`src/rtl/assert_macros.svh`:
```
// ----------------------------------------------------------------------------
// assertion macros
// shared concurrent assertion helpers, clocked on clk, disabled in reset
// ----------------------------------------------------------------------------
`ifndef ASSERT_MACROS_SVH
`define ASSERT_MACROS_SVH

`ifndef SYNTHESIS
`define ASSERT_AT(label, prop) \
	label: assert property (@(posedge clk) disable iff (!arst_n) prop) \
		else $error("assertion failed");
`define ASSERT_NEVER(label, expr) \
	label: assert property (@(posedge clk) disable iff (!arst_n) !(expr)) \
		else $error("forbidden condition seen");
`else
`define ASSERT_AT(label, prop)
`define ASSERT_NEVER(label, expr)
`endif

`endif

```
`src/rtl/sha_pkg.sv`:
```
// ----------------------------------------------------------------------------
// sha_pkg
// types, round constants and word functions shared by the compression block
// ----------------------------------------------------------------------------
`default_nettype none

package sha_pkg;

	localparam logic [1:0] ACT_MSG  = 2'd0;
	localparam logic [1:0] ACT_CV   = 2'd1;
	localparam logic [1:0] ACT_INIT = 2'd2;

	localparam logic [3:0] LAST_MSG_IDX = 4'd15;
	localparam logic [5:0] LAST_ROUND   = 6'd63;
	localparam logic [2:0] LAST_DIGEST  = 3'd7;

	typedef struct packed {
		logic [1:0]  action;
		logic [31:0] word_value;
		logic [3:0]  word_index;
	} in_t;

	typedef struct packed {
		logic [31:0] digest_word;
		logic [2:0]  digest_index;
		logic        last_word;
	} out_t;

	typedef struct packed {
		logic       msg_wr;
		logic       cv_wr;
		logic       cv_init;
		logic       ld_block;
		logic       round;
		logic [5:0] round_idx;
		logic       add_cv;
		logic       emit;
		logic [2:0] emit_idx;
		logic       last;
	} ctrl_cmd_t;

	function automatic logic [31:0] rotr(input logic [31:0] v, input int unsigned s);
		rotr = (v >> s) | (v << (32 - s));
	endfunction

	function automatic logic [31:0] bsig0(input logic [31:0] v);
		bsig0 = rotr(v, 2) ^ rotr(v, 13) ^ rotr(v, 22);
	endfunction

	function automatic logic [31:0] bsig1(input logic [31:0] v);
		bsig1 = rotr(v, 6) ^ rotr(v, 11) ^ rotr(v, 25);
	endfunction

	function automatic logic [31:0] ssig0(input logic [31:0] v);
		ssig0 = rotr(v, 7) ^ rotr(v, 18) ^ (v >> 3);
	endfunction

	function automatic logic [31:0] ssig1(input logic [31:0] v);
		ssig1 = rotr(v, 17) ^ rotr(v, 19) ^ (v >> 10);
	endfunction

	function automatic logic [31:0] init_word(input logic [2:0] i);
		case (i)
			3'd0: init_word = 32'h6a09e667;
			3'd1: init_word = 32'hbb67ae85;
			3'd2: init_word = 32'h3c6ef372;
			3'd3: init_word = 32'ha54ff53a;
			3'd4: init_word = 32'h510e527f;
			3'd5: init_word = 32'h9b05688c;
			3'd6: init_word = 32'h1f83d9ab;
			default: init_word = 32'h5be0cd19;
		endcase
	endfunction

	function automatic logic [31:0] round_k(input logic [5:0] i);
		case (i)
			6'd0:  round_k = 32'h428a2f98;
			6'd1:  round_k = 32'h71374491;
			6'd2:  round_k = 32'hb5c0fbcf;
			6'd3:  round_k = 32'he9b5dba5;
			6'd4:  round_k = 32'h3956c25b;
			6'd5:  round_k = 32'h59f111f1;
			6'd6:  round_k = 32'h923f82a4;
			6'd7:  round_k = 32'hab1c5ed5;
			6'd8:  round_k = 32'hd807aa98;
			6'd9:  round_k = 32'h12835b01;
			6'd10: round_k = 32'h243185be;
			6'd11: round_k = 32'h550c7dc3;
			6'd12: round_k = 32'h72be5d74;
			6'd13: round_k = 32'h80deb1fe;
			6'd14: round_k = 32'h9bdc06a7;
			6'd15: round_k = 32'hc19bf174;
			6'd16: round_k = 32'he49b69c1;
			6'd17: round_k = 32'hefbe4786;
			6'd18: round_k = 32'h0fc19dc6;
			6'd19: round_k = 32'h240ca1cc;
			6'd20: round_k = 32'h2de92c6f;
			6'd21: round_k = 32'h4a7484aa;
			6'd22: round_k = 32'h5cb0a9dc;
			6'd23: round_k = 32'h76f988da;
			6'd24: round_k = 32'h983e5152;
			6'd25: round_k = 32'ha831c66d;
			6'd26: round_k = 32'hb00327c8;
			6'd27: round_k = 32'hbf597fc7;
			6'd28: round_k = 32'hc6e00bf3;
			6'd29: round_k = 32'hd5a79147;
			6'd30: round_k = 32'h06ca6351;
			6'd31: round_k = 32'h14292967;
			6'd32: round_k = 32'h27b70a85;
			6'd33: round_k = 32'h2e1b2138;
			6'd34: round_k = 32'h4d2c6dfc;
			6'd35: round_k = 32'h53380d13;
			6'd36: round_k = 32'h650a7354;
			6'd37: round_k = 32'h766a0abb;
			6'd38: round_k = 32'h81c2c92e;
			6'd39: round_k = 32'h92722c85;
			6'd40: round_k = 32'ha2bfe8a1;
			6'd41: round_k = 32'ha81a664b;
			6'd42: round_k = 32'hc24b8b70;
			6'd43: round_k = 32'hc76c51a3;
			6'd44: round_k = 32'hd192e819;
			6'd45: round_k = 32'hd6990624;
			6'd46: round_k = 32'hf40e3585;
			6'd47: round_k = 32'h106aa070;
			6'd48: round_k = 32'h19a4c116;
			6'd49: round_k = 32'h1e376c08;
			6'd50: round_k = 32'h2748774c;
			6'd51: round_k = 32'h34b0bcb5;
			6'd52: round_k = 32'h391c0cb3;
			6'd53: round_k = 32'h4ed8aa4a;
			6'd54: round_k = 32'h5b9cca4f;
			6'd55: round_k = 32'h682e6ff3;
			6'd56: round_k = 32'h748f82ee;
			6'd57: round_k = 32'h78a5636f;
			6'd58: round_k = 32'h84c87814;
			6'd59: round_k = 32'h8cc70208;
			6'd60: round_k = 32'h90befffa;
			6'd61: round_k = 32'ha4506ceb;
			6'd62: round_k = 32'hbef9a3f7;
			default: round_k = 32'hc67178f2;
		endcase
	endfunction

endpackage

`default_nettype wire

```
`src/rtl/sha256_compression.sv`:
```
// ----------------------------------------------------------------------------
// sha256_compression
// sha-256 compression over one padded block with eight-word chaining value
// ----------------------------------------------------------------------------
// words 0..14, chaining loads and restores leave busy low.
// message word 15 keeps busy high through 64 rounds at one round per
// cycle in the shared round unit, the chaining add and an 8-word readout.
// the eight digest beats come on consecutive cycles from the output register
// behind the readout state; the receiver cannot stall them.
// arst_n clears the sequencer and loads the initial hash value.
`default_nettype none

`include "assert_macros.svh"

module sha256_compression (
	input  wire logic          clk,
	input  wire logic          arst_n,
	input  wire logic          start,
	input  wire sha_pkg::in_t  item,
	output logic               busy,
	output logic               valid,
	output sha_pkg::out_t      result
);

	sha_pkg::ctrl_cmd_t cmd;

	sha_ctrl u_ctrl (
		.clk    (clk),
		.arst_n (arst_n),
		.start  (start),
		.item   (item),
		.busy   (busy),
		.cmd    (cmd)
	);

	sha_dpath u_dpath (
		.clk    (clk),
		.arst_n (arst_n),
		.item   (item),
		.cmd    (cmd),
		.valid  (valid),
		.result (result)
	);

	// digest beats count up without gaps and stop after the last one
	`ASSERT_AT(a_beat_seq, valid && !result.last_word |=> valid && (result.digest_index == 3'($past(result.digest_index) + 3'd1)))
	`ASSERT_AT(a_end_run, valid && result.last_word |=> !valid)
	`ASSERT_NEVER(a_last_idx, valid && (result.last_word != (result.digest_index == 3'd7)))
	`ASSERT_AT(a_busy_cause, $rose(busy) |-> $past(start))

endmodule

`default_nettype wire

```
`src/rtl/sha_ctrl.sv`:
```
// ----------------------------------------------------------------------------
// sha_ctrl
// sequencer: decodes commands, steps the 64 rounds, the add and the readout
// ----------------------------------------------------------------------------
`default_nettype none

module sha_ctrl (
	input  wire logic            clk,
	input  wire logic            arst_n,
	input  wire logic            start,
	input  wire sha_pkg::in_t    item,
	output logic                 busy,
	output sha_pkg::ctrl_cmd_t   cmd
);

	localparam logic [1:0] ST_IDLE  = 2'd0;
	localparam logic [1:0] ST_ROUND = 2'd1;
	localparam logic [1:0] ST_ADD   = 2'd2;
	localparam logic [1:0] ST_EMIT  = 2'd3;

	logic [1:0] state_q, state_d;
	logic [5:0] cnt_q, cnt_d;
	logic       accept;

	assign busy   = (state_q != ST_IDLE);
	assign accept = start && !busy;

	always_comb begin
		state_d = state_q;
		cnt_d   = cnt_q;
		cmd     = '0;
		cmd.round_idx = cnt_q;
		cmd.emit_idx  = cnt_q[2:0];
		case (state_q)
			ST_IDLE: begin
				if (accept) begin
					case (item.action)
						sha_pkg::ACT_MSG: begin
							cmd.msg_wr = 1'b1;
							if (item.word_index == sha_pkg::LAST_MSG_IDX) begin
								cmd.ld_block = 1'b1;
								state_d      = ST_ROUND;
								cnt_d        = '0;
							end
						end
						sha_pkg::ACT_CV:   cmd.cv_wr   = !item.word_index[3];
						sha_pkg::ACT_INIT: cmd.cv_init = 1'b1;
						default: ;
					endcase
				end
			end
			ST_ROUND: begin
				cmd.round = 1'b1;
				if (cnt_q == sha_pkg::LAST_ROUND) begin
					state_d = ST_ADD;
				end else begin
					cnt_d = cnt_q + 6'd1;
				end
			end
			ST_ADD: begin
				cmd.add_cv = 1'b1;
				state_d    = ST_EMIT;
				cnt_d      = '0;
			end
			ST_EMIT: begin
				cmd.emit = 1'b1;
				cmd.last = (cnt_q[2:0] == sha_pkg::LAST_DIGEST);
				if (cmd.last) begin
					state_d = ST_IDLE;
				end else begin
					cnt_d = cnt_q + 6'd1;
				end
			end
			default: state_d = ST_IDLE;
		endcase
	end

	always_ff @(posedge clk or negedge arst_n) begin
		if (!arst_n) begin
			state_q <= ST_IDLE;
			cnt_q   <= '0;
		end else begin
			state_q <= state_d;
			cnt_q   <= cnt_d;
		end
	end

endmodule

`default_nettype wire

```
`src/rtl/sha_dpath.sv`:
```
// ----------------------------------------------------------------------------
// sha_dpath
// message store, schedule window, working variables, chaining value, output
// ----------------------------------------------------------------------------
`default_nettype none

module sha_dpath (
	input  wire logic               clk,
	input  wire logic               arst_n,
	input  wire sha_pkg::in_t       item,
	input  wire sha_pkg::ctrl_cmd_t cmd,
	output logic                    valid,
	output sha_pkg::out_t           result
);

	logic [31:0] msg_q [16];
	logic [31:0] w_q   [16];
	logic [31:0] v_q   [8];
	logic [31:0] cv_q  [8];
	logic        valid_q;
	sha_pkg::out_t res_q;

	logic [31:0] t1, t2, w_next, ch, maj;

	assign ch  = (v_q[4] & v_q[5]) ^ (~v_q[4] & v_q[6]);
	assign maj = (v_q[0] & v_q[1]) ^ (v_q[0] & v_q[2]) ^ (v_q[1] & v_q[2]);
	assign t1  = v_q[7] + sha_pkg::bsig1(v_q[4]) + ch + sha_pkg::round_k(cmd.round_idx)
		+ w_q[0];
	assign t2  = sha_pkg::bsig0(v_q[0]) + maj;
	// window holds w[t..t+15], this is w[t+16]
	assign w_next = sha_pkg::ssig1(w_q[14]) + w_q[9] + sha_pkg::ssig0(w_q[1]) + w_q[0];

	always_ff @(posedge clk) begin
		if (cmd.msg_wr) begin
			msg_q[item.word_index] <= item.word_value;
		end
	end

	always_ff @(posedge clk) begin
		if (cmd.ld_block) begin
			for (int i = 0; i < 15; i++) begin
				w_q[i] <= msg_q[i];
			end
			w_q[15] <= item.word_value;
			for (int i = 0; i < 8; i++) begin
				v_q[i] <= cv_q[i];
			end
		end else if (cmd.round) begin
			for (int i = 0; i < 15; i++) begin
				w_q[i] <= w_q[i + 1];
			end
			w_q[15] <= w_next;
			// e takes d plus t1, a takes t1 plus t2, the rest shift down
			for (int i = 1; i < 8; i++) begin
				if (i != 4) begin
					v_q[i] <= v_q[i - 1];
				end
			end
			v_q[4] <= v_q[3] + t1;
			v_q[0] <= t1 + t2;
		end
	end

	always_ff @(posedge clk or negedge arst_n) begin
		if (!arst_n) begin
			for (int i = 0; i < 8; i++) begin
				cv_q[i] <= sha_pkg::init_word(3'(i));
			end
		end else if (cmd.cv_init) begin
			for (int i = 0; i < 8; i++) begin
				cv_q[i] <= sha_pkg::init_word(3'(i));
			end
		end else if (cmd.cv_wr) begin
			cv_q[item.word_index[2:0]] <= item.word_value;
		end else if (cmd.add_cv) begin
			for (int i = 0; i < 8; i++) begin
				cv_q[i] <= cv_q[i] + v_q[i];
			end
		end
	end

	always_ff @(posedge clk or negedge arst_n) begin
		if (!arst_n) begin
			valid_q <= 1'b0;
		end else begin
			valid_q <= cmd.emit;
		end
	end

	always_ff @(posedge clk) begin
		if (cmd.emit) begin
			res_q.digest_word  <= cv_q[cmd.emit_idx];
			res_q.digest_index <= cmd.emit_idx;
			res_q.last_word    <= cmd.last;
		end
	end

	assign valid  = valid_q;
	assign result = res_q;

endmodule

`default_nettype wire
```
`config.mk`:
```
export PLATFORM = sky130hd
export DESIGN_NAME = sha256_compression
export DESIGN_NICKNAME = d
export VERILOG_FILES = /design/src/rtl/sha_pkg.sv /design/src/rtl/sha256_compression.sv /design/src/rtl/sha_ctrl.sv /design/src/rtl/sha_dpath.sv
export VERILOG_INCLUDE_DIRS = /design/src /design/src/rtl
export SDC_FILE = /design/constraint.sdc
export NUM_CORES = 2
export LEC_CHECK = 0
export BUFFER_PORTS_ARGS = -buffer_cell sky130_fd_sc_hd__buf_2
export CELL_PAD_IN_SITES_DETAIL_PLACEMENT = 1
export CELL_PAD_IN_SITES_GLOBAL_PLACEMENT = 1
export CORE_MARGIN = 8
export CORE_UTILIZATION = 45
export DETAILED_ROUTE_END_ITERATION = 10
export GPL_TIMING_DRIVEN = 0
export PLACE_DENSITY = 0.67
export SETUP_SLACK_MARGIN = 0.02
export SYNTH_ARGS = -nofsm -noshare
export SYNTH_HDL_FRONTEND = slang
export SYNTH_SLANG_ARGS = --single-unit
```
`constraint.sdc`:
```
create_clock -name clk -period 34.9 [get_ports clk]
set_clock_uncertainty 0.05 [all_clocks]
set_input_delay 3.49 -clock clk [delete_from_list [all_inputs] [get_ports clk]]
set_output_delay 3.49 -clock clk [all_outputs]
set_load 0.01 [all_outputs]
```
---- Word level (Yosys, flattened, before mapping) ----
Memories as Yosys holds them, arrays and structs flattened.
Cells that the tools add are included.
word-level totals
  flip-flop bits (word level) ............. 301
  bits in latches ......................... 0
  memory bits (writable) .................. 1280
  bits in read-only memories .............. 2048
  input port bits ......................... 41
  output and inout bits ................... 38
  word-level logic and storage cells ...... 180
  memories kept ........................... 4
cells by class
  add/sub/neg operators ................... 19
  multipliers ............................. 0
  divide/modulo/power cells ............... 0
  magnitude comparators ................... 3
  equal/unequal tests ..................... 15
  shift-type cells ........................ 0
  mux-type cells .......................... 62
  bitwise operators ....................... 53
  reductions and logical operators ........ 10
memories
  memory           depth  width  read ports  clocked after Yosys merged registers in  write ports  RTL line         RTL
  (no name shown)  64     32     1           0                                        0            sha_pkg.sv:76    case (i)
  u_dpath.msg_q    16     32     15          0                                        1            sha_dpath.sv:16  logic [31:0] msg_q [16];
  u_dpath.w_q      16     32     16          0                                        16           sha_dpath.sv:17  logic [31:0] w_q [16];
  u_dpath.v_q      8      32     8           0                                        8            sha_dpath.sv:18  logic [31:0] v_q [8];
operator list
  operator          count
  $mux 32           27
  $mux 256          3
  $add 32x32->32    18
  $xor 32x32->32    9
  $bwmux 256        1
  $and 32x32->32    5
  $bmux 32 s3       1
  $demux 32 s3      1
  $not 32->32       1
  $or 10x32->32     1
  $or 13x32->32     1
  $or 14x32->32     1
  $or 15x32->32     1
  $or 19x32->32     1
  $or 21x32->32     1
  $or 25x32->32     1
  $or 26x32->32     1
  $or 30x32->32     1
  $or 7x32->32      1
  $xor 32x22->32    1
  $xor 32x29->32    1
  $mux 6            5
  $or 1x1->1        24
  $pmux 6 s4        1
  other kinds (21)  54

---- Longest topological paths before layout ----
  word-level depth ........................ 9
  mapped depth ............................ 41

---- By module ----
A second synthesis with hierarchy kept.
second synthesis, totals
  cell total of the unflattened synthesis .. 8497
  area, all modules ....................... 90434.2 µm²
by module, submodules not included
  module     instances  cells an instance  area an instance (µm²)  sequential area each (µm²)
  sha_dpath  1          8431               89808.6                 45158.3
  sha_ctrl   1          66                 625.6                   200.2

---- Least setup slack after synthesis ----
No wires, ideal clock.
  path type ............................... input to register
  start point ............................. in start
  end point ............................... mem u_dpath.v_q[0][0] (enable)
  data arrival time ....................... 16988 ps
  required time ........................... 29491 ps
  path slack .............................. 12504 ps
  stages on the path ...................... 6
  path buffers ............................ 2
  path through ............................ nor2b_1 -> nand4b_1 -> or2_2 -> clkbuf_1 -> clkbuf_1 -> nand2_1
RTL lines
  what                RTL line                  RTL
  start: declaration  sha256_compression.sv:18  input wire logic start,
  end: declaration    sha_dpath.sv:18

==> load_flow_metrics.sql <==
INSERT INTO impl_metrics (metric_group, metric, value, unit) VALUES
('synthesis', 'yosysUniqueCellTypes', '87', ''),
('synthesis', 'yosysTopAreaCellShare', '43.17', '%'),
('clock_tree', 'cts-htree-levels', '4', ''),
('worst_setup_path', 'critical_path_peak_fanout', '16', ''),
('timing', 'finalCritPeriodShare', '42.47', '%'),
('min_path', 'timing.hold.worst_path_depth', '2', ''),
('worst_setup_path', 'crit_arrival', '15.39', 'ns'),
('min_path', 'worst_hold_startpoint', 'u_dpath.msg_q[12][0]', ''),
('timing', 'report.final.hold_viol_count', '0', ''),
('finish', 'post_route_cells_drive_above_1_share', '15.52', '%'),
('timing', 'layout_setup_ws', '20.08', 'ns'),
('timing', 'tightestPinTransition', '1.626', 'ns'),
('job', 'drv_cap', '19', ''),
('route', 'totalWireLength', '408100', 'µm'),
('floorplanning', 'core-area', '197200', 'µm²'),
('global_routing', 'grt_pass1_wl', '558100', 'µm'),
('worst_setup_path', 'worst-endpoint-required', '35.47', 'ns'),
('timing', 'rsz0062_at_grt', 'false', ''),
('worst_setup_path', 'critical_path.reg2reg.startpoint', 'u_ctrl.cnt_q[1]', ''),
('synthesis', 'synth_fp_nets', '8319', ''),
('synthesis', 'synth-edff-count', '1284', ''),
('finish', 'fill_cells', '20520', ''),
('clock_tree', 'clk_path_buf_depth', '3', ''),
('finish', 'utilization', '50.70', '%'),
('worst_setup_path', 'worst_r2r_path_depth', '34', ''),
('floorplanning', 'initial_core_util', '45.29', '%'),
('worst_setup_path', 'regToRegEndpoint', 'u_dpath.v_q[0][30]', ''),
('floorplanning', 'core.rowCount', '163', ''),
('synthesis', 'synthTopCellsByCount', '1284 x sky130_fd_sc_hd__edfxtp_1, 1012 x sky130_fd_sc_hd__nand2_1, 592 x sky130_fd_sc_hd__mux2_2', ''),
('global_routing', 'pin_count_of_the_biggest_net_entering_global_routing', '98', ''),
('worst_setup_path', 'crit_path_start', 'u_ctrl.cnt_q[1]', ''),
('synthesis', 'netlist.top_cell.by_area', 'sky130_fd_sc_hd__edfxtp_1', ''),
('synthesis', 'post_synth_instance_area', '89320', 'µm²'),
('synthesis', 'post_synth_main_area_contributors', 'sky130_fd_sc_hd__edfxtp_1 43%, sky130_fd_sc_hd__mux2_2 7.5%, sky130_fd_sc_hd__ha_1 5.6%', ''),
('clock_tree', 'root_buf_cell', 'sky130_fd_sc_hd__clkbuf_16', ''),
('route', 'wire_per_inst', '37.84', 'µm'),
('synthesis', 'yosysMostFrequentCell', 'sky130_fd_sc_hd__edfxtp_1', ''),
('finish', 'nNetsFinal', '8614', ''),
('worst_setup_path', 'cp_slowest_cell', 'sky130_fd_sc_hd__xor2_1', ''),
('floorplanning', 'die_w', '461.5', 'µm'),
('clock_tree', 'hold_buffers', '0', ''),
('route', 'drt-initial-drc-count', '7419', ''),
('worst_setup_path', 'worstSetupStartpointType', 'flop', ''),
('placed_design', 'preCtsSetupSlack', '20.41', 'ns'),
('clock_tree', 'tritoncts', 'done', ''),
('clock_tree', 'cts-buffers-inserted', '174', ''),
('floorplanning', 'dieArea', '213000', 'µm²'),
('floorplanning', 'die_h', '461.5', 'µm'),
('placed_design', 'hpwlAfterDp', '316700', 'µm'),
('global_routing', 'globalRouteOverflowTotal', '0', ''),
('synthesis', 'netlist_instances', '7684', ''),
('synthesis', 'yosys_register_bits', '1549', ''),
('clock_tree', 'postCtsSetupRepairBufs', '0', ''),
('placed_design', 'routabilityCongestion', '1.026', ''),
('synthesis', 'ys.warnings.count', '0', ''),
('clock_tree', 'clock-sinks', '1549', ''),
('placed_design', 'placement_stage_cell_area', '94040', 'µm²'),
('timing', 'max-slew-margin-rel', '-8.411', '%'),
('global_routing', 'grt_antenna_before_repair', '28', ''),
('clock_tree', 'clock_latency', '0.87', 'ns'),
('route', 'detail_route.vias_per_cell', '6.421', ''),
('route', 'via_count_of_the_routed_design', '69260', ''),
('worst_setup_path', 'criticalPathCategory', 'flop to flop', ''),
('outcome', 'run_status', 'finished with violations', ''),
('timing', 'finalMaxSlewViolations', '156', ''),
('min_path', 'worstHoldEndpoint', 'u_dpath.w_q[0][384]', ''),
('placed_design', 'numPortBuffers', '78', ''),
('timing', 'fmax', '67.47', 'MHz'),
('outcome', 'violations', 'max-capacitance violations, max-slew violations', ''),
('route', 'ant_nets', '0', ''),
('synthesis', 'synth_flop_cell', 'sky130_fd_sc_hd__edfxtp_1', '');
stage by stage:
step | hold slack (ns) | std cells | TNS, ns
floorplan | 0.4244 | 7684 | 0
global placement | 0.4370 | 10400 | -364.16
detailed placement | 0.4437 | 10440 | 0
CTS | 0.4396 | 10760 | 0
global route | 0.4730 | 10770 | 0
finish | 0.4535 | 10790 | 0
area by class of cell:
cell class              instances  area, µm²  area share, %
flip-flops and latches       1549      45360          45.36
clock inverters               102       1155          1.155
multi-input cells            5502      41720          41.72
plain buffers                 393       1509          1.509
well taps                    2640       3303          3.304
inverters                     240      900.9         0.9010
diodes                         19      47.55        0.04755
repair buffers                119       1294          1.294
clock buffers                 221       4703          4.704
placed cells by master (no fill, tap or decap), drive strengths merged, types with 19 or more instances in the layout:
master / Yosys / final
edfxtp: 1284 / 1284
nand2: 1012 / 1012
mux2: 592 / 592
clkbuf: 343 / 565
o21ai: 486 / 486
a21oi: 434 / 434
xnor2: 420 / 420
nor2: 415 / 415
ha: 399 / 399
inv: 236 / 238
fa: 195 / 195
a21o: 180 / 180
buf: 50 / 168
a31oi: 165 / 165
xor2: 136 / 136
dfstp: 136 / 136
dfrtp: 129 / 129
nand3: 85 / 85
nor3: 82 / 82
clkinv: 4 / 82
mux4: 73 / 73
nand2b: 59 / 59
nor2b: 53 / 53
o21bai: 52 / 52
o21a: 52 / 52
a211oi: 51 / 51
and3: 47 / 47
o31ai: 41 / 41
a22oi: 37 / 37
o211ai: 32 / 32
or3: 28 / 28
a221oi: 24 / 24
maj3: 23 / 23
and2: 23 / 23
nand4: 21 / 21
diode: 0 / 19
or2: 19 / 19
flip-flops by register name, summed over array words and instances (netlist names):
signal,cells
u_dpath.w_q,512
u_ctrl.state_q,2
u_dpath.msg_q,480
u_dpath.result,36
u_dpath.valid,1
u_dpath.v_q,256
u_ctrl.cnt_q,6
u_dpath.cv_q,256
routing by layer:
layer	vias to the layer above	GRT usage, %	routed length [µm]
met2	3576	61.12	189900
li1	28780	-	-
met3	1151	6.225	29930
met5	-	0	55
met4	10	27.74	37140
met1	35740	44.86	151000
logic make-up (layout without fill, tap and decap cells):
group | Yosys count | count (layout) | synth area share [%]
compound gates | 1752 | 1752 | 12.26
xor+xnor | 557 | 557 | 5.477
fa+ha+maj | 617 | 617 | 10.22
buf+inv | 633 | 1075 | 2.666
flops | 1549 | 1549 | 50.78
mux | 681 | 681 | 9.483
other cells | 0 | 19 | 0
simple gates | 1895 | 1895 | 9.119
how the worst max path moves through the flow:
stage / endpoint
after floorplan: u_dpath.v_q[0][0]
after detailed placement: u_dpath.v_q[0][30]
after global routing: u_dpath.v_q[0][30]
after global placement: u_dpath.w_q[0][192]
final: u_dpath.v_q[0][30]
after CTS: u_dpath.v_q[0][30]
worst max-delay path, delay by kind of cell, from the launching register on:
kind | cells | cell delay (ns)
muxes | 1 | 0.25
DFF | 1 | 0.92
AOI/OAI and AO/OA | 14 | 5.42
and+or+nand+nor | 3 | 0.86
adders and majority gates | 8 | 3.74
buffers and inverters | 6 | 2.28
xor gates and xnor gates | 2 | 1.03
Power is left out: the tool's default activity adds up to more than one toggle a clock period on the data nets, which glitch-free logic cannot reach.
